`src/sv/leg_inverse_kinematics_3dof_macros.svh`:
```
// Assertion macros shared by the leg inverse kinematics RTL.
`ifndef LEG_INVERSE_KINEMATICS_3DOF_MACROS_SVH
`define LEG_INVERSE_KINEMATICS_3DOF_MACROS_SVH

`ifndef NO_ASSERTIONS

`define LIK_ASSERT_IMP(lbl, clk, rst, ante, cons) \
   lbl: assert property (@(posedge clk) disable iff (rst) (ante) |-> (cons)) \
      else $error("leg inverse kinematics assertion failed");

`define LIK_ASSERT_NEXT(lbl, clk, rst, ante, cons) \
   lbl: assert property (@(posedge clk) disable iff (rst) (ante) |=> (cons)) \
      else $error("leg inverse kinematics assertion failed");

`else

`define LIK_ASSERT_IMP(lbl, clk, rst, ante, cons)

`define LIK_ASSERT_NEXT(lbl, clk, rst, ante, cons)

`endif

`endif

```
`src/sv/lik_pkg.sv`:
```
// Shared constants, types and functions of the leg inverse kinematics block.
`timescale 1ns / 1ps
`default_nettype none

package lik_pkg;

   localparam int COORD_W = 18;
   localparam int LEN_W   = 16;
   localparam int SQ_W    = 36;
   localparam int D2_W    = 37;
   localparam int D_W     = 19;
   localparam int NUM_W   = 39;
   localparam int DEN_W   = 36;
   localparam int C_FRAC  = 24;
   localparam int C_W     = 25;
   localparam int V_W     = 49;
   localparam int S_W     = 25;
   localparam int OP_W    = 27;
   localparam int ANG_W   = 23;
   localparam int Q_W     = 27;

   localparam int ANGLE_ITERATIONS_DEF = 16;

   localparam logic [LEN_W-1:0] FEMUR_RESET = 16'd5898;
   localparam logic [LEN_W-1:0] TIBIA_RESET = 16'd9175;

   localparam logic [ANG_W-1:0] DEG90  = 23'd5898240;
   localparam logic [Q_W-1:0]   DEG90Q = 27'd5898240;
   localparam logic [Q_W-1:0]   DEG180Q = 27'd11796480;

   typedef enum logic {
      REG_FEMUR = 1'b0,
      REG_TIBIA = 1'b1
   } reg_index_type;

   typedef struct packed {
      logic [COORD_W-1:0] ax;
      logic [COORD_W-1:0] ay;
      logic [COORD_W-1:0] az;
      logic               sx;
      logic               sy;
      logic               sz;
   } coord_type;

   typedef struct packed {
      logic neg_k;
      logic neg_a;
      logic hz;
      logic unreach;
   } flags_type;

   typedef struct packed {
      coord_type        c;
      logic [D2_W-1:0]  d2;
   } side_d_type;

   typedef struct packed {
      coord_type       c;
      logic [D_W-1:0]  d;
   } side_p_type;

   typedef struct packed {
      coord_type       c;
      logic [D_W-1:0]  d;
      flags_type       fl;
   } side_q_type;

   typedef struct packed {
      coord_type       c;
      logic [D_W-1:0]  d;
      flags_type       fl;
      logic [C_W-1:0]  ck;
      logic [C_W-1:0]  ca;
   } side_s_type;

   typedef struct packed {
      logic      sx;
      logic      sy;
      logic      sz;
      flags_type fl;
   } side_o_type;

   // atan(2^-i) in degrees, Q16, rounded to nearest.
   function automatic logic [21:0] atan_q16(input int unsigned i);
      logic [21:0] v;
      case (i)
         0:  v = 22'd2949120;
         1:  v = 22'd1740967;
         2:  v = 22'd919879;
         3:  v = 22'd466945;
         4:  v = 22'd234379;
         5:  v = 22'd117304;
         6:  v = 22'd58666;
         7:  v = 22'd29335;
         8:  v = 22'd14668;
         9:  v = 22'd7334;
         10: v = 22'd3667;
         11: v = 22'd1833;
         12: v = 22'd917;
         13: v = 22'd458;
         14: v = 22'd229;
         15: v = 22'd115;
         16: v = 22'd57;
         17: v = 22'd29;
         18: v = 22'd14;
         19: v = 22'd7;
         20: v = 22'd4;
         21: v = 22'd2;
         22: v = 22'd1;
         default: v = 22'd0;
      endcase
      return v;
   endfunction

   // Q16 degrees to whole degrees, clamped to [0, hi].
   function automatic logic [8:0] to_deg(input logic signed [Q_W-1:0] q,
                                         input logic [8:0] hi);
      logic [10:0] w;
      w = q[Q_W-1:16];
      if (q[Q_W-1]) begin
         return 9'd0;
      end
      if (w > {2'b00, hi}) begin
         return hi;
      end
      return w[8:0];
   endfunction

endpackage

`default_nettype wire

```
`src/sv/lik_div.sv`:
```
// Pipelined restoring divider for a cosine ratio num/den <= 1 in fixed point.
`timescale 1ns / 1ps
`default_nettype none

module lik_div #(
   parameter  int W    = lik_pkg::DEN_W,
   parameter  int FRAC = lik_pkg::C_FRAC,
   localparam int QW   = FRAC + 1
) (
   input  logic          clock,
   input  logic          en,
   input  logic [W-1:0]  num,
   input  logic [W-1:0]  den,
   output logic [QW-1:0] quot
);

   logic [W-1:0]  rem_ff [QW];
   logic [W-1:0]  rem_in [QW];
   logic [W-1:0]  den_ff [QW];
   logic [QW-1:0] q_ff   [QW];
   logic [QW-1:0] q_in   [QW];

   for (genvar k = 0; k < QW; k++) begin : g_stage
      logic [W:0]    part;
      logic [W-1:0]  den_p;
      logic [QW-1:0] q_p;
      logic          ge;

      // The first stage decides the integer bit; num never exceeds den.
      if (k == 0) begin : g_first
         assign part  = {1'b0, num};
         assign den_p = den;
         assign q_p   = '0;
      end else begin : g_next
         assign part  = {rem_ff[k-1], 1'b0};
         assign den_p = den_ff[k-1];
         assign q_p   = q_ff[k-1];
      end

      always_comb begin
         ge        = (part >= {1'b0, den_p});
         rem_in[k] = ge ? W'(part - {1'b0, den_p}) : part[W-1:0];
         q_in[k]   = {q_p[QW-2:0], ge};
      end

      always_ff @(posedge clock) begin
         if (en) begin
            rem_ff[k] <= rem_in[k];
            den_ff[k] <= den_p;
            q_ff[k]   <= q_in[k];
         end
      end
   end

   assign quot = q_ff[QW-1];

endmodule

`default_nettype wire

```
`config.mk`:
```
export PLATFORM = sky130hd
export DESIGN_NAME = lik_div
export DESIGN_NICKNAME = d
export VERILOG_FILES = /design/src/sv/leg_inverse_kinematics_3dof_macros.svh /design/src/sv/lik_pkg.sv /design/src/sv/lik_div.sv
export SDC_FILE = /design/constraint.sdc
export NUM_CORES = 2
export LEC_CHECK = 0
export BUFFER_PORTS_ARGS = -buffer_cell sky130_fd_sc_hd__buf_2
export CORE_MARGIN = 1.5
export CORE_UTILIZATION = 60
export DETAILED_ROUTE_END_ITERATION = 16
export PLACE_DENSITY = 0.78
export SYNTH_ARGS = -nofsm -noshare
export SYNTH_HDL_FRONTEND = slang
export SYNTH_SLANG_ARGS = --single-unit
export TNS_END_PERCENT = 50
```
`constraint.sdc`:
```
create_clock -name clock -period 7.6 [get_ports clock]
set_input_delay 0.76 -clock clock [delete_from_list [all_inputs] [get_ports clock]]
set_output_delay 0.76 -clock clock [all_outputs]
set_load 0.01 [all_outputs]
```
==> impl_results.md <==
- EDFF count, synth: 2053
- Via count: 82.85k
- Slew at the pin closest to its max-slew limit: 1.209 ns
- F_max: 221.5 MHz
- Final WS setup: ~3.1 ns
- Pin count of the biggest net entering global routing: 191
- CP endpoint kind: flip-flop
- Final wirelength: 285000 um
- P&R area growth vs syn: 8.745%
- Worst path max stage delay: 0.59 ns
- Die W: ~450 um
- Post-synth top cells: edfxtp_1 (2053), a21oi_1 (1121), inv_1 (1117), ha_1 (899), nor2_1 (834)
- Seq/Total Area, Yosys: 0.5204
- Fin. Hold Viols: 0
- CP max-delay cell: o31ai_1
- Number of synthesized register bits: 2053
- Rel. slew slack: 0.1906
- Cells along the critical path: inv_1, ha_1, and4_1, o2111ai_1, nand4b_1, a221oi_1, o31ai_1, a21oi_1, o31a_1, o21bai_4, buf_4, mux2_2
- Static leakage: 53.14 nW
- Family with the most delay on the worst path: compound AO/OA/AOI/OAI gates
- CTS sink cnt: 2053
- Share of cells above drive strength 1: 0.07846
- Top post-synthesis cells by area: edfxtp_1 (52%), ha_1 (9.5%), a21oi_1 (4.7%), inv_1 (3.5%), xnor2_1 (3.3%)
- Residual DRC: 0
- I/O pin total: 99
- Cts hold-fix bufs: 0
- Die height: approximately 450 um
- Yosys cell types: 99
- Post-CTS Setup Bufs: 0
- Gate count of the mapped netlist: 10.76k
- Root buf cell: clkbuf_16
- Resized cells post-CTS: 0
- First-iteration detailed-routing DRC count: 8165
- Rows: 162
- CTS tree: yes
- Core area: 195600 um2
- Antenna Nets Post-Route: 0
- Clk buf depth: 3
- Syn_area_per_cell: 11.01 um2
- CP Launch Type: flip-flop
- Yosys warns: 0
- Pwr/cell area: about 440 nW/um2
- Period utilization: 0.5942
- Final net count: approximately 12k
- Setup WS pre-CTS: roughly 2.7 ns
- Tmin final: 4.516 ns
- DPL Wire Length: 214700 um
- Drt wl/cell: 20.88 um
- Die area: roughly 200000 um2
- Worst VDD drop: roughly 0.31 mV
- Overflow after GRT: 0
- Final GP Congestion: 0.9674
- Post-synth ARST share: 0
- PortBufs: 98
- Slew Limit Fails: 0
- Most common cell in the netlist: edfxtp_1
- Max_cap viols: 0
- Yosys top cell area share: 0.5204
- Final setup violation count: 0
- Overall Power: 0.05713 W
- Ys flop type: edfxtp_1
- Fin Clk Skew: ~0.035 ns
- Layout Utilization: 0.6587
- Number of global-route vias before repair: 79.59k
- Pre-Repair DR Iteration Count: 8
- Syn_nets: 11.76k
- First-pass GRT wire length: 440800 um
- Arr. time, crit path: 5.10 ns
- Tot GR Track Use: 0.2813
- Initial core utilization: 0.6057
- Buffers and inverters on the worst path: 2
- Clock latency on the worst-skew pair: ~0.85 ns
- RSZ-0062 raised after global routing: false
- Outcome: completed
- Setup_tns: 0 ns
- Worst-path clk slew: approximately 0.060 ns
- CP required: about 8.2 ns
- Vias per cell: around 6.1
- CTS buffer count: ~210
- Tightest Hold Check Type: input port to flip-flop
- WS Path Type: flip-flop to flip-flop
- Antenna violations before repair: 6
- CTS H-tree lvls: 4
- Syn Std Cell Area: 118500 um2
- Crit path max fanout: 53
- Biggest area consumer among synthesized cells: edfxtp_1
## final cells by class
| cell class | count | area, um2 |
|---|---|---|
| antenna | 3 | 7.507 |
| clock buffer | 237 | 5399 |
| clock inverter | 152 | 1708 |
| fill | 14630 | 66770 |
| inverter | 1121 | 4208 |
| multi-input combinational | 7313 | 51580 |
| sequential | 2053 | 61650 |
| tap | 2624 | 3283 |
| timing repair buffer | 149 | 1001 |
## report_power, final
group | switching (W) | internal (W)
Clock | 0.00446 | 0.00615
Combinational | 0.0156 | 0.0116
Sequential | 0.00225 | 0.0171
## registers in the layout, indices dropped and copies added (netlist names)
| name | count |
|---|---|
| rem_ff | 864 |
| q_ff | 325 |
| den_ff | 864 |
## layout by cell type, fill, tap and decap left out, types with 45 or more instances in the layout
cell,Yosys,routed
buf_2,62,97
a21oi_1,1121,1119
edfxtp_1,2053,2053
nor2_1,834,834
nand2b_1,118,118
o21bai_1,110,108
nand2_1,573,572
xor2_1,289,289
mux2_2,270,270
ha_1,899,899
xnor2_1,449,449
nand3_1,176,176
a31oi_1,102,101
nor3_1,101,101
a21o_1,452,451
and2_1,45,45
and3_1,79,79
o21a_1,138,138
nor2b_1,139,139
clkbuf_16,0,212
o31ai_1,52,52
inv_1,1117,1117
nand4_1,134,134
a211oi_1,55,55
o21ai_0,540,540
## worst register-to-register path: stages, from the launching register on
cell and delay [ns]:
edfxtp_1 0.39, inv_1 0.06, ha_1 0.39, and4_1 0.41, o2111ai_1 0.16, nand4b_1 0.17, a221oi_1 0.14, o31ai_1 0.59
a21oi_1 0.23, o31a_1 0.43, o21bai_4 0.29, buf_4 0.52, mux2_2 0.48
## per-layer routing
| metal | vias up | GRT usage | share of wire |
|---|---|---|---|
| li1 | 39480 | - | - |
| met1 | 39620 | 0.3487 | 0.40 |
| met2 | 2986 | 0.4888 | 0.49 |
| met3 | 751 | 0.03488 | 0.055 |
| met4 | 2 | 0.1324 | 0.051 |
| met5 | - | 0 | 0.000025 |
## path summary, 6_finish.rpt
| kind | startpoint | end | slack, ns | depth (start not counted) |
|---|---|---|---|---|
| max reg2reg | den_ff[5][43]$_DFFE_PP_ | rem_ff[5][80]$_DFFE_PP_ | 3.08 | 12 |
| min | den[15] | den_ff[0][15]$_DFFE_PP_ | 0.09 | 1 |
| max | den_ff[5][43]$_DFFE_PP_ | rem_ff[5][80]$_DFFE_PP_ | 3.08 | 12 |
| min reg2reg | q_ff[1][193]$_DFFE_PP_ | q_ff[1][219]$_DFFE_PP_ | 0.41 | 0 |
## per-stage QoR
stage / instance area [um2] / hold slack [ns] / std cells
after CTS: 128800 / 0.03354 / 13650
after global placement: 121700 / 0.4007 / 13260
final: 128800 / 0.08954 / 13650
after floorplan: 118500 / 0.4003 / 10760
after detailed placement: 121700 / 0.4045 / 13260
after global routing: 128800 / 0.05798 / 13650
## cell families (layout without fill, tap and decap cells)
kind of cell	after synthesis	in the layout	share of synthesized area
AOI/OAI and AO/OA	2982	2982	0.1568
xor gates and xnor gates	738	738	0.05456
adders and majority gates	923	923	0.09900
buffers and inverters	1392	1659	0.04546
DFF	2053	2053	0.5204
muxes	311	311	0.03035
other	0	3	0
and+or+nand+nor	2359	2359	0.09348
Note: power is estimated with default switching activity, not from simulation.
