==> src/sv/leg_inverse_kinematics_3dof_macros.svh <==
// Assertion macros shared by the leg inverse kinematics RTL.
`ifndef LEG_INVERSE_KINEMATICS_3DOF_MACROS_SVH
`define LEG_INVERSE_KINEMATICS_3DOF_MACROS_SVH

`ifndef NO_ASSERTIONS

`define LIK_ASSERT_IMP(lbl, clk, rst, ante, cons) \
   lbl: assert property (@(posedge clk) disable iff (rst) (ante) |-> (cons)) \
      else $error("leg inverse kinematics assertion failed");

`define LIK_ASSERT_NEXT(lbl, clk, rst, ante, cons) \
   lbl: assert property (@(posedge clk) disable iff (rst) (ante) |=> (cons)) \
      else $error("leg inverse kinematics assertion failed");

`else

`define LIK_ASSERT_IMP(lbl, clk, rst, ante, cons)

`define LIK_ASSERT_NEXT(lbl, clk, rst, ante, cons)

`endif

`endif

==> src/sv/lik_pkg.sv <==
// Shared constants, types and functions of the leg inverse kinematics block.
`timescale 1ns / 1ps
`default_nettype none

package lik_pkg;

   localparam int COORD_W = 18;
   localparam int LEN_W   = 16;
   localparam int SQ_W    = 36;
   localparam int D2_W    = 37;
   localparam int D_W     = 19;
   localparam int NUM_W   = 39;
   localparam int DEN_W   = 36;
   localparam int C_FRAC  = 24;
   localparam int C_W     = 25;
   localparam int V_W     = 49;
   localparam int S_W     = 25;
   localparam int OP_W    = 27;
   localparam int ANG_W   = 23;
   localparam int Q_W     = 27;

   localparam int ANGLE_ITERATIONS_DEF = 16;

   localparam logic [LEN_W-1:0] FEMUR_RESET = 16'd5898;
   localparam logic [LEN_W-1:0] TIBIA_RESET = 16'd9175;

   localparam logic [ANG_W-1:0] DEG90  = 23'd5898240;
   localparam logic [Q_W-1:0]   DEG90Q = 27'd5898240;
   localparam logic [Q_W-1:0]   DEG180Q = 27'd11796480;

   typedef enum logic {
      REG_FEMUR = 1'b0,
      REG_TIBIA = 1'b1
   } reg_index_type;

   typedef struct packed {
      logic [COORD_W-1:0] ax;
      logic [COORD_W-1:0] ay;
      logic [COORD_W-1:0] az;
      logic               sx;
      logic               sy;
      logic               sz;
   } coord_type;

   typedef struct packed {
      logic neg_k;
      logic neg_a;
      logic hz;
      logic unreach;
   } flags_type;

   typedef struct packed {
      coord_type        c;
      logic [D2_W-1:0]  d2;
   } side_d_type;

   typedef struct packed {
      coord_type       c;
      logic [D_W-1:0]  d;
   } side_p_type;

   typedef struct packed {
      coord_type       c;
      logic [D_W-1:0]  d;
      flags_type       fl;
   } side_q_type;

   typedef struct packed {
      coord_type       c;
      logic [D_W-1:0]  d;
      flags_type       fl;
      logic [C_W-1:0]  ck;
      logic [C_W-1:0]  ca;
   } side_s_type;

   typedef struct packed {
      logic      sx;
      logic      sy;
      logic      sz;
      flags_type fl;
   } side_o_type;

   // atan(2^-i) in degrees, Q16, rounded to nearest.
   function automatic logic [21:0] atan_q16(input int unsigned i);
      logic [21:0] v;
      case (i)
         0:  v = 22'd2949120;
         1:  v = 22'd1740967;
         2:  v = 22'd919879;
         3:  v = 22'd466945;
         4:  v = 22'd234379;
         5:  v = 22'd117304;
         6:  v = 22'd58666;
         7:  v = 22'd29335;
         8:  v = 22'd14668;
         9:  v = 22'd7334;
         10: v = 22'd3667;
         11: v = 22'd1833;
         12: v = 22'd917;
         13: v = 22'd458;
         14: v = 22'd229;
         15: v = 22'd115;
         16: v = 22'd57;
         17: v = 22'd29;
         18: v = 22'd14;
         19: v = 22'd7;
         20: v = 22'd4;
         21: v = 22'd2;
         22: v = 22'd1;
         default: v = 22'd0;
      endcase
      return v;
   endfunction

   // Q16 degrees to whole degrees, clamped to [0, hi].
   function automatic logic [8:0] to_deg(input logic signed [Q_W-1:0] q,
                                         input logic [8:0] hi);
      logic [10:0] w;
      w = q[Q_W-1:16];
      if (q[Q_W-1]) begin
         return 9'd0;
      end
      if (w > {2'b00, hi}) begin
         return hi;
      end
      return w[8:0];
   endfunction

endpackage

`default_nettype wire

==> src/sv/lik_isqrt.sv <==
// Pipelined integer square root, one result bit per stage.
`timescale 1ns / 1ps
`default_nettype none

module lik_isqrt #(
   parameter  int IN_W  = lik_pkg::D2_W,
   localparam int OUT_W = (IN_W + 1) / 2
) (
   input  logic             clock,
   input  logic             en,
   input  logic [IN_W-1:0]  radicand,
   output logic [OUT_W-1:0] root
);

   localparam int PAD = 2 * OUT_W;
   localparam int RW  = OUT_W + 2;

   logic [PAD-1:0]   rad_ff  [OUT_W];
   logic [PAD-1:0]   rad_in  [OUT_W];
   logic [RW-1:0]    rem_ff  [OUT_W];
   logic [RW-1:0]    rem_in  [OUT_W];
   logic [OUT_W-1:0] root_ff [OUT_W];
   logic [OUT_W-1:0] root_in [OUT_W];

   for (genvar k = 0; k < OUT_W; k++) begin : g_stage
      logic [PAD-1:0]   rad_p;
      logic [RW-1:0]    rem_p;
      logic [OUT_W-1:0] root_p;
      logic [RW+1:0]    rem_sh;
      logic [RW+1:0]    trial;
      logic             ge;

      if (k == 0) begin : g_first
         assign rad_p  = PAD'(radicand);
         assign rem_p  = '0;
         assign root_p = '0;
      end else begin : g_next
         assign rad_p  = rad_ff[k-1];
         assign rem_p  = rem_ff[k-1];
         assign root_p = root_ff[k-1];
      end

      // Bring down the next two radicand bits and try root*4+1.
      always_comb begin
         rem_sh     = {rem_p, rad_p[PAD-1:PAD-2]};
         trial      = (RW+2)'({root_p, 2'b01});
         ge         = (rem_sh >= trial);
         rem_in[k]  = ge ? RW'(rem_sh - trial) : RW'(rem_sh);
         root_in[k] = {root_p[OUT_W-2:0], ge};
         rad_in[k]  = {rad_p[PAD-3:0], 2'b00};
      end

      always_ff @(posedge clock) begin
         if (en) begin
            rad_ff[k]  <= rad_in[k];
            rem_ff[k]  <= rem_in[k];
            root_ff[k] <= root_in[k];
         end
      end
   end

   assign root = root_ff[OUT_W-1];

endmodule

`default_nettype wire

==> config.mk <==
export PLATFORM = sky130hd
export DESIGN_NAME = lik_isqrt
export DESIGN_NICKNAME = d
export VERILOG_FILES = /design/src/sv/leg_inverse_kinematics_3dof_macros.svh /design/src/sv/lik_pkg.sv /design/src/sv/lik_isqrt.sv
export SDC_FILE = /design/constraint.sdc
export NUM_CORES = 1
export LEC_CHECK = 0
export ABC_AREA = 1
export ABC_CLOCK_PERIOD_IN_PS = 2500
export BUFFER_PORTS_ARGS = -buffer_cell sky130_fd_sc_hd__buf_2
export CAP_MARGIN = 20
export CORE_MARGIN = 2
export CORE_UTILIZATION = 64
export DETAILED_ROUTE_END_ITERATION = 8
export GPL_TIMING_DRIVEN = 0
export PLACE_DENSITY = 0.77
export SLEW_MARGIN = 10
export SYNTH_ARGS = -nofsm -noshare
export SYNTH_HDL_FRONTEND = slang
export SYNTH_SLANG_ARGS = --single-unit
==> constraint.sdc <==
create_clock -name clock -period 2.5 [get_ports clock]
set_input_delay 0.5 -clock clock [delete_from_list [all_inputs] [get_ports clock]]
set_output_delay 0.5 -clock clock [all_outputs]
set_load 0.005 [all_outputs]
==> results.yml <==
finish:
  fin_util_pct: 72.0
  final_common_cell: "nand2_1"
  final_cell_mix: "nand2_1, edfxtp_1, inv_1"
  areaGrowthSynthToFinish_pct: 11.0
  final_nets: 5460
  drive_above_1_share_pct: 7.12
  diodes: 0
clock_network:
  cts_tree: "yes"
  cts.sinks: 878
  clock_path_buffers: 3
  cts_inserted_buffers: 89
  clkLatencyLatePin_ns: 0.68
  h-tree-depth: 3
  cts-root-buf: "clkbuf_16"
  clkTransAtPathRegs_ns: 0.06
synth:
  yosys.cell_types.count: 52
  synth_edf_count: 878
  yosysSeqAreaShare_pct: 56.7
  syn_inst: 5013
  syn-num-nets: 5260
  yosysTopAreaCellShare_pct: 56.7
  synthFlopType: "edfxtp_1"
  synth_area_leaders: "edfxtp_1, nand2_1, inv_1"
  synth-async-reset-ratio_pct: 0
  ys.warnings.count: 0
  netlist_area_um2: 46500
  ys_ff_latch: 878
  synth_largest_area_cell: "edfxtp_1"
  syn_area_per_cell_um2: 9.28
routing:
  post_drt_wl_per_cell_um: 16.7
  ant_nets: 0
  drt_iter0_markers: 2834
  num_vias: 33500
  routed_via_density: 5.37
  drc_errors: 0
  wl_um: 104000
  first_pass_iters: 8
timing:
  fin_crit_sh_pct: 96.5
  setup_viol: 0
  max_freq_mhz: 415
  hold_ws_ns: 0.0276
  setup_ws_ns: 0.0884
  tns_ns: 0
  finClkSkew_ns: 0.0459
  rsz0062_at_grt: "true"
  finalMaxSlewViolations: 0
  period_needed_ns: 2.41
  max-slew-margin-rel_pct: 57.7
  tightest_slew_ns: 0.635
  hold_viol: 0
job:
  drv_cap: 0
power_and_ir_drop:
  irDropWorstVdd_uv: 799
  p_total_uw: 39700
  pwr_density_cell_nw_per_um2: 768
  p_leak_uw: 0.0230
global_route:
  grt_use_met1_pct: 36.3
  grt_remaining_overflow: 0
  grt_max_degree: 124
  met2_usage_pct: 48.2
  grt_pass1_vias: 32200
  antenna_found_initial: 0
  gr-usage-met3_pct: 3.46
  grt_pass1_wl_um: 164000
  track_usage_pct: 27.9
  busiest_layer: "met2"
worst_setup_path:
  path_cells: "ha_1, a21oi_2, inv_1, nor2_1, nand4_2, nor2_2, buf_6, o21ai_0"
  rr_endpoint: "rem_ff[7][5]$_DFFE_PP_"
  max_stage_delay_ns: 0.43
  cp_num_buf_inv: 2
  ff2ff_path_depth: 8
  endpoint: "rem_ff[7][5]$_DFFE_PP_"
  crit_path_start_kind: "register"
  critPathTopFamily: "simple AND/OR/NAND/NOR gates"
  r2r-start: "rem_ff[6][6]$_DFFE_PP_"
  crit_required_ns: 2.89
  critPathLaunch: "rem_ff[6][6]$_DFFE_PP_"
  cp.depth: 8
  worstPathArrival_ns: 2.81
  crit_path_end_kind: "register"
  r2r_setup_slack_ns: 0.09
  crit_path_top_delay_cell: "edfxtp_1"
  worstSetupPathType: "reg -> reg"
  crit_fanout: 10
floorplanning:
  fp.dieW_um: 274
  die_y_um: 274
  start_util_pct: 64.9
  core_um2: 71700
  dieArea_um2: 74900
  io_pins: 58
  rows: 98
place:
  port_buffers: 57
  dp_hpwl_um: 75800
  gp_congestion: 0.945
  dp_slack_ns: -0.563
run_status:
  outcome: "finished, final reports clean"
min_path:
  holdCritPathClass: "in -> reg"
==> synthesized netlist by cell type (4+ instances only) <==
library cell,number
nand2_2,20
nor3_1,38
nor2_1,430
nand3_1,258
and2_1,4
nand3_2,7
o21ai_2,4
nor2_4,10
buf_4,11
xor2_1,78
a21oi_2,22
nand2_1,1604
or2_2,6
nand3b_1,63
buf_2,4
o21ai_1,38
a21oi_1,180
ha_1,208
a21oi_4,4
inv_1,793
edfxtp_1,878
o21bai_1,10
nand4_1,83
buf_6,21
and3_1,4
inv_2,12
o21ai_0,104
xnor2_1,59
a21o_1,8
nor2_2,17
==> layout make-up <==
type / instances / area [µm²]
Sequential cell: 878 / 26400
Timing Repair Buffer: 109 / 931
Clock buffer: 104 / 2280
Clock inverter: 55 / 654
Buffer: 39 / 382
Inverter: 807 / 3040
Multi-Input combinational cell: 3289 / 16800
Tap cell: 950 / 1190
Fill cell: 5251 / 20100
==> per-layer routing <==
| metal | vias to the layer above | wire (µm) |
|---|---|---|
| met5 | - | 0 |
| met4 | 0 | 3850 |
| li1 | 16800 | - |
| met3 | 209 | 4900 |
| met1 | 15500 | 44200 |
| met2 | 954 | 51000 |
==> power by group <==
part	internal (µW)	switching (µW)
Sequential	18100	1010
Combinational	2540	4840
Clock	7470	5740
Total	28100	11600
==> timing repair <==
item / 4_1_cts / 5_1_grt
resized for setup: 0 / 22
endpoints found under the setup margin: 0 / 157
hold buffers: 32 / 0
endpoints found under the hold margin: 32 / 0
buffers inserted: 0 / 12
==> sequential cells by signal, indices dropped and copies added (netlist names) <==
signal   flops
rad_ff     342
rem_ff     346
root_ff    190
==> how the worst min path moves through the flow <==
stage | start | end | slack, ns | cells after the start
4_1_cts | radicand[8] | rad_ff[0][8]$_DFFE_PP_ | 0.004 | 1
2_1_floorplan | rad_ff[9][18]$_DFFE_PP_ | rad_ff[10][20]$_DFFE_PP_ | 0.40 | 0
6_report | radicand[8] | rad_ff[0][8]$_DFFE_PP_ | 0.03 | 1
3_3_place_gp | rad_ff[3][7]$_DFFE_PP_ | rad_ff[4][9]$_DFFE_PP_ | 0.40 | 0
3_5_place_dp | rad_ff[13][29]$_DFFE_PP_ | rad_ff[14][31]$_DFFE_PP_ | 0.40 | 0
5_1_grt | radicand[8] | rad_ff[0][8]$_DFFE_PP_ | 0.006 | 1
==> through the flow <==
step	instances	area, µm²
2_1_floorplan	5013	46500
3_3_place_gp	6020	48000
3_5_place_dp	6028	48200
4_1_cts	6219	51500
5_1_grt	6231	51600
6_report	6231	51600
==> worst register-to-register path: stages, from the launching register on <==
cell and delay [ns]:
edfxtp_1 0.43, ha_1 0.37, a21oi_2 0.28, inv_1 0.10, nor2_1 0.21, nand4_2 0.18
nor2_2 0.22, buf_6 0.19, o21ai_0 0.15
==> kinds of logic (layout without fill, tap and decap cells) <==
logic type	after synthesis	after routing	synth area share, %
AOI/OAI and AO/OA	377	377	4.50
xor gates and xnor gates	137	137	2.58
adders and majority gates	208	208	5.59
buffers and inverters	846	1114	7.32
DFF	878	878	56.7
other	1	1	0.00806
and+or+nand+nor	2566	2566	23.3
No activity file was read; power rests on OpenSTA's default activity.
