[config.mk]
export PLATFORM = sky130hd
export DESIGN_NAME = lik_cordic
export DESIGN_NICKNAME = d
export VERILOG_FILES = /design/src/sv/leg_inverse_kinematics_3dof_macros.svh /design/src/sv/lik_pkg.sv /design/src/sv/lik_cordic.sv
export SDC_FILE = /design/constraint.sdc
export NUM_CORES = 2
export LEC_CHECK = 0
export ABC_AREA = 0
export ABC_CLOCK_PERIOD_IN_PS = 6900
export CAP_MARGIN = 10
export CELL_PAD_IN_SITES_DETAIL_PLACEMENT = 1
export CELL_PAD_IN_SITES_GLOBAL_PLACEMENT = 1
export CORE_ASPECT_RATIO = 2
export CORE_MARGIN = 2
export CORE_UTILIZATION = 25
export CTS_CLUSTER_DIAMETER = 60
export DETAILED_ROUTE_END_ITERATION = 6
export DONT_BUFFER_PORTS = 1
export PLACE_DENSITY_LB_ADDON = 0.1
export SYNTH_ARGS = -nofsm -noshare
export SYNTH_HDL_FRONTEND = slang
export SYNTH_SLANG_ARGS = --single-unit
[constraint.sdc]
create_clock -name clock -period 6.9 [get_ports clock]
set_clock_uncertainty 0.15 [all_clocks]
set_input_delay 0.69 -clock clock [delete_from_list [all_inputs] [get_ports clock]]
set_output_delay 0.69 -clock clock [all_outputs]
set_load 0.02 [all_outputs]
[src/sv/leg_inverse_kinematics_3dof_macros.svh]
// Assertion macros shared by the leg inverse kinematics RTL.
`ifndef LEG_INVERSE_KINEMATICS_3DOF_MACROS_SVH
`define LEG_INVERSE_KINEMATICS_3DOF_MACROS_SVH

`ifndef NO_ASSERTIONS

`define LIK_ASSERT_IMP(lbl, clk, rst, ante, cons) \
   lbl: assert property (@(posedge clk) disable iff (rst) (ante) |-> (cons)) \
      else $error("leg inverse kinematics assertion failed");

`define LIK_ASSERT_NEXT(lbl, clk, rst, ante, cons) \
   lbl: assert property (@(posedge clk) disable iff (rst) (ante) |=> (cons)) \
      else $error("leg inverse kinematics assertion failed");

`else

`define LIK_ASSERT_IMP(lbl, clk, rst, ante, cons)

`define LIK_ASSERT_NEXT(lbl, clk, rst, ante, cons)

`endif

`endif

[src/sv/lik_pkg.sv]
// Shared constants, types and functions of the leg inverse kinematics block.
`timescale 1ns / 1ps
`default_nettype none

package lik_pkg;

   localparam int COORD_W = 18;
   localparam int LEN_W   = 16;
   localparam int SQ_W    = 36;
   localparam int D2_W    = 37;
   localparam int D_W     = 19;
   localparam int NUM_W   = 39;
   localparam int DEN_W   = 36;
   localparam int C_FRAC  = 24;
   localparam int C_W     = 25;
   localparam int V_W     = 49;
   localparam int S_W     = 25;
   localparam int OP_W    = 27;
   localparam int ANG_W   = 23;
   localparam int Q_W     = 27;

   localparam int ANGLE_ITERATIONS_DEF = 16;

   localparam logic [LEN_W-1:0] FEMUR_RESET = 16'd5898;
   localparam logic [LEN_W-1:0] TIBIA_RESET = 16'd9175;

   localparam logic [ANG_W-1:0] DEG90  = 23'd5898240;
   localparam logic [Q_W-1:0]   DEG90Q = 27'd5898240;
   localparam logic [Q_W-1:0]   DEG180Q = 27'd11796480;

   typedef enum logic {
      REG_FEMUR = 1'b0,
      REG_TIBIA = 1'b1
   } reg_index_type;

   typedef struct packed {
      logic [COORD_W-1:0] ax;
      logic [COORD_W-1:0] ay;
      logic [COORD_W-1:0] az;
      logic               sx;
      logic               sy;
      logic               sz;
   } coord_type;

   typedef struct packed {
      logic neg_k;
      logic neg_a;
      logic hz;
      logic unreach;
   } flags_type;

   typedef struct packed {
      coord_type        c;
      logic [D2_W-1:0]  d2;
   } side_d_type;

   typedef struct packed {
      coord_type       c;
      logic [D_W-1:0]  d;
   } side_p_type;

   typedef struct packed {
      coord_type       c;
      logic [D_W-1:0]  d;
      flags_type       fl;
   } side_q_type;

   typedef struct packed {
      coord_type       c;
      logic [D_W-1:0]  d;
      flags_type       fl;
      logic [C_W-1:0]  ck;
      logic [C_W-1:0]  ca;
   } side_s_type;

   typedef struct packed {
      logic      sx;
      logic      sy;
      logic      sz;
      flags_type fl;
   } side_o_type;

   // atan(2^-i) in degrees, Q16, rounded to nearest.
   function automatic logic [21:0] atan_q16(input int unsigned i);
      logic [21:0] v;
      case (i)
         0:  v = 22'd2949120;
         1:  v = 22'd1740967;
         2:  v = 22'd919879;
         3:  v = 22'd466945;
         4:  v = 22'd234379;
         5:  v = 22'd117304;
         6:  v = 22'd58666;
         7:  v = 22'd29335;
         8:  v = 22'd14668;
         9:  v = 22'd7334;
         10: v = 22'd3667;
         11: v = 22'd1833;
         12: v = 22'd917;
         13: v = 22'd458;
         14: v = 22'd229;
         15: v = 22'd115;
         16: v = 22'd57;
         17: v = 22'd29;
         18: v = 22'd14;
         19: v = 22'd7;
         20: v = 22'd4;
         21: v = 22'd2;
         22: v = 22'd1;
         default: v = 22'd0;
      endcase
      return v;
   endfunction

   // Q16 degrees to whole degrees, clamped to [0, hi].
   function automatic logic [8:0] to_deg(input logic signed [Q_W-1:0] q,
                                         input logic [8:0] hi);
      logic [10:0] w;
      w = q[Q_W-1:16];
      if (q[Q_W-1]) begin
         return 9'd0;
      end
      if (w > {2'b00, hi}) begin
         return hi;
      end
      return w[8:0];
   endfunction

endpackage

`default_nettype wire

[src/sv/lik_cordic.sv]
// Pipelined CORDIC vectoring unit: atan(b/a) in Q16 degrees, clamped to [0, 90].
`timescale 1ns / 1ps
`default_nettype none

module lik_cordic #(
   parameter int ITER = lik_pkg::ANGLE_ITERATIONS_DEF,
   parameter int OP_W = lik_pkg::OP_W
) (
   input  logic                       clock,
   input  logic                       en,
   input  logic [OP_W-1:0]            a,
   input  logic [OP_W-1:0]            b,
   output logic [lik_pkg::ANG_W-1:0]  angle
);

   localparam int W   = OP_W + 3;
   localparam int Z_W = 25;

   logic signed [W-1:0]   x_ff  [ITER];
   logic signed [W-1:0]   x_in  [ITER];
   logic signed [W-1:0]   y_ff  [ITER];
   logic signed [W-1:0]   y_in  [ITER];
   logic signed [Z_W-1:0] z_ff  [ITER];
   logic signed [Z_W-1:0] z_in  [ITER];
   logic                  zb_ff [ITER];
   logic                  za_ff [ITER];
   logic [lik_pkg::ANG_W-1:0] angle_ff;
   logic [lik_pkg::ANG_W-1:0] angle_in;

   for (genvar k = 0; k < ITER; k++) begin : g_stage
      logic signed [W-1:0]   x_p;
      logic signed [W-1:0]   y_p;
      logic signed [Z_W-1:0] z_p;
      logic signed [Z_W-1:0] tab;
      logic                  zb_p;
      logic                  za_p;

      if (k == 0) begin : g_first
         assign x_p  = $signed(W'(a));
         assign y_p  = $signed(W'(b));
         assign z_p  = '0;
         assign zb_p = (b == '0);
         assign za_p = (a == '0);
      end else begin : g_next
         assign x_p  = x_ff[k-1];
         assign y_p  = y_ff[k-1];
         assign z_p  = z_ff[k-1];
         assign zb_p = zb_ff[k-1];
         assign za_p = za_ff[k-1];
      end

      assign tab = $signed(Z_W'(lik_pkg::atan_q16(k)));

      // Rotate toward the x axis; the shifts round toward minus infinity.
      always_comb begin
         if (!y_p[W-1]) begin
            x_in[k] = x_p + (y_p >>> k);
            y_in[k] = y_p - (x_p >>> k);
            z_in[k] = z_p + tab;
         end else begin
            x_in[k] = x_p - (y_p >>> k);
            y_in[k] = y_p + (x_p >>> k);
            z_in[k] = z_p - tab;
         end
      end

      always_ff @(posedge clock) begin
         if (en) begin
            x_ff[k]  <= x_in[k];
            y_ff[k]  <= y_in[k];
            z_ff[k]  <= z_in[k];
            zb_ff[k] <= zb_p;
            za_ff[k] <= za_p;
         end
      end
   end

   // A zero numerator gives 0 degrees, a zero denominator 90 degrees.
   always_comb begin
      if (zb_ff[ITER-1]) begin
         angle_in = '0;
      end else if (za_ff[ITER-1]) begin
         angle_in = lik_pkg::DEG90;
      end else if (z_ff[ITER-1][Z_W-1]) begin
         angle_in = '0;
      end else if (z_ff[ITER-1] > $signed(Z_W'(lik_pkg::DEG90))) begin
         angle_in = lik_pkg::DEG90;
      end else begin
         angle_in = z_ff[ITER-1][lik_pkg::ANG_W-1:0];
      end
   end

   always_ff @(posedge clock) begin
      if (en) begin
         angle_ff <= angle_in;
      end
   end

   assign angle = angle_ff;

endmodule

`default_nettype wire

==> results.cfg <==
[status]
status = completed

[placed_design]
gp_congestion = 0.819
numPortBuffers = 0
dpl.hpwl_mm = 287

[global_route]
grt_pass1_wl_mm = 538
grt_overflow = 0
antenna_found_initial = 13
grt_pass1_vias = 85778
grt_start_max_net_pins = 129
track_usage_pct = 16.4

[synthesis]
synth.top_cell.area_share_pct = 35.1
synthTopCellsByArea = edfxtp_1 35%, ha_1 15%, xnor2_1 8.3%
synth.most_common_cell = ha_1
ys.flop_type = edfxtp_1
yosysWarnings = 0
ys_seq_area_share_pct = 35.1
synthDistinctLibCells = 94
ys_top_cells_by_count = 1,244 x ha_1, 1,214 x edfxtp_1, 1,115 x a21oi_1
synth_nets = 12276
synth_edf_count = 1214
ys_seq_elements = 1214
synthCells = 10940
async_flop_share_pct = 0
syn-cell-area_um2 = 104000
yosys.area.top_type = edfxtp_1
synth_area_per_cell_um2 = 9.50

[route]
dr.pass1.iters = 7
met1Wirelength_mm = 160
ant_nets = 0
post_drt_wl_per_cell_um = 21.3
drt-initial-drc-count = 3687
wirelength_mm = 352
dr_wl_met3_mm = 6.82
routed-wl-met2_mm = 177
vias = 81469
top_layer = met4
drc = 0
viasPerCell = 4.93

[clock_network]
cts_setup_buffers = 0
numClockSinks = 1214
insertion_delay_ns = 0.86
htree_levels = 4
cts_buffers = 167
clk_pin_slew_ns = 0.06
cts_root_buffer = clkbuf_16
max-clock-path-buffers = 4
cts_tree = built

[sta]
setup_viol = 0
hold_violations = 0
tightest_slew_ns = 1.19
max_freq_mhz = 178
grt_setup_unrepaired = no
slew_violations = 0
finalSetupTns_ns = 0
period_minus_slack_ns = 5.63
period_share_pct = 81.5
slew_headroom_pct = 19.7

[critical_path]
criticalPathCategory = reg -> reg
worstSetupStartpointType = register
slowest_delay_ns = 0.95
cp_top_family = compound AO/OA/AOI/OAI gates
crit_required_ns = 7.35
ff2ff_path_depth = 18
crit_arrival_ns = 6.08
path_buf_inv = 0
endpoint_kind = register
crit_fanout = 6
path_depth = 18
crit_chain = nor3_1 > nand2_1 > nor4_1 > nand2b_1 > nor3b_1 > a21oi_1 > xnor2_1 > ha_1 > a21o_1 > a21o_1 > a21oi_1 > nor2b_1 > a41o_1 > a211oi_4 > o221ai_2 > a2111oi_2 > o21bai_1 > xor2_1
cp_slowest_cell = nor3b_1

[die]
fp-row-count = 335
start_util_pct = 25.1
die_area_um2 = 421000
fp.dieH_um = 916
boundaryPins = 79
core_um2 = 415000
die_w_um = 460

[cells_and_area]
nets = 12347
drive_above_1_share_pct = 3.83
fillers = 47461
register_area_um2 = 36500
multi_input_area_um2 = 65000
syn_to_final_growth_pct = 11.7

[worst_hold_path]
holdCritPathClass = in -> reg
hold_depth = 3

[job]
max_cap_viol_count = 0
-- final timing paths --
check | slack [ns] | from | end
hold reg to reg | 0.26 | zb_ff[2][0] | zb_ff[2][1]
hold / removal | 0.10 | b[26] | y_ff[0][29]
setup / recovery | 1.27 | y_ff[0][161] | x_ff[0][208]
setup reg to reg | 1.27 | y_ff[0][161] | x_ff[0][208]
-- cell families after synthesis --
logic type	Yosys count	synth area share, %
compound gates	3178	19.5
simple gates	3029	14.1
xor+xnor	1514	12.8
fa+ha+maj	1280	15.7
flops	1214	35.1
buf+inv	676	2.45
mux	48	0.503
other cells	1	0.00361
-- flip-flops by register name (all words and copies together), names as in the netlist --
register	count
zb_ff	16
z_ff	338
za_ff	16
x_ff	403
angle	22
y_ff	419
-- layout make-up --
| type | count | area share (%) |
|---|---|---|
| clock inverters | 106 | 0.848 |
| inverters | 489 | 1.58 |
| flip-flops and latches | 1214 | 31.4 |
| diodes | 7 | 0.0151 |
| well taps | 5392 | 5.81 |
| clock buffers | 188 | 3.69 |
| repair buffers | 89 | 0.726 |
| multi-input cells | 9050 | 55.9 |
-- per-stage QoR --
stage	worst slack [ns]	utilization [%]	hold WS [ns]	cells	instance area (um2)
floorplan	2.45	-	0.250	10940	104000
global placement	1.40	26.7	0.252	16221	111000
detailed placement	1.28	26.7	0.256	16221	111000
CTS	1.23	28.0	0.00859	16527	116000
global route	0.781	28.0	0.0634	16535	116000
finish	1.27	28.0	0.102	16535	116000
-- worst register-to-register path, stage by stage (launching register included) --
cell	delay, ns
edfxtp_1	0.49
nor3_1	0.35
nand2_1	0.16
nor4_1	0.27
nand2b_1	0.13
nor3b_1	0.95
a21oi_1	0.19
xnor2_1	0.30
ha_1	0.35
a21o_1	0.19
a21o_1	0.18
a21oi_1	0.15
nor2b_1	0.06
a41o_1	0.23
a211oi_4	0.28
o221ai_2	0.19
a2111oi_2	0.45
o21bai_1	0.14
xor2_1	0.15
-- routing by layer --
layer | vias to the layer above | global-route usage (%)
met4 | 0 | 3.93
met5 | - | 0
met3 | 322 | 1.33
met2 | 623 | 29.6
met1 | 39977 | 20.9
li1 | 40547 | -
-- cell usage in the layout, fill, tap and decap left out, types with 55 or more instances in the layout --
cell       netlist  routed
clkbuf_16        0     168
a21o_1         509     509
and3_1         131     131
ha_1          1244    1244
xnor2_1        987     987
edfxtp_1      1214    1214
nor2b_1        191     191
nand2_1        519     519
a21oi_1       1115    1115
a31oi_1        148     148
nand3_1        199     199
or3_1           75      75
o21bai_1       140     140
a211oi_1        83      83
inv_1          486     486
nor3_1         301     301
o31ai_1         55      55
xor2_1         527     527
nand2b_1       166     166
nor4_1          84      84
nand4_1         90      90
buf_4            2      66
o21ai_0        487     487
nor2_1        1048    1048
o21a_1         177     177
and2_1          66      66
-- timing repair --
action                                 in CTS  in global routing
resized for setup                           0                  0
hold buffers                               12                  0
endpoints found under the hold margin       5                  0
Power is left out: the tool's default activity adds up to more than one toggle a clock period on the data nets, which glitch-free logic cannot reach.
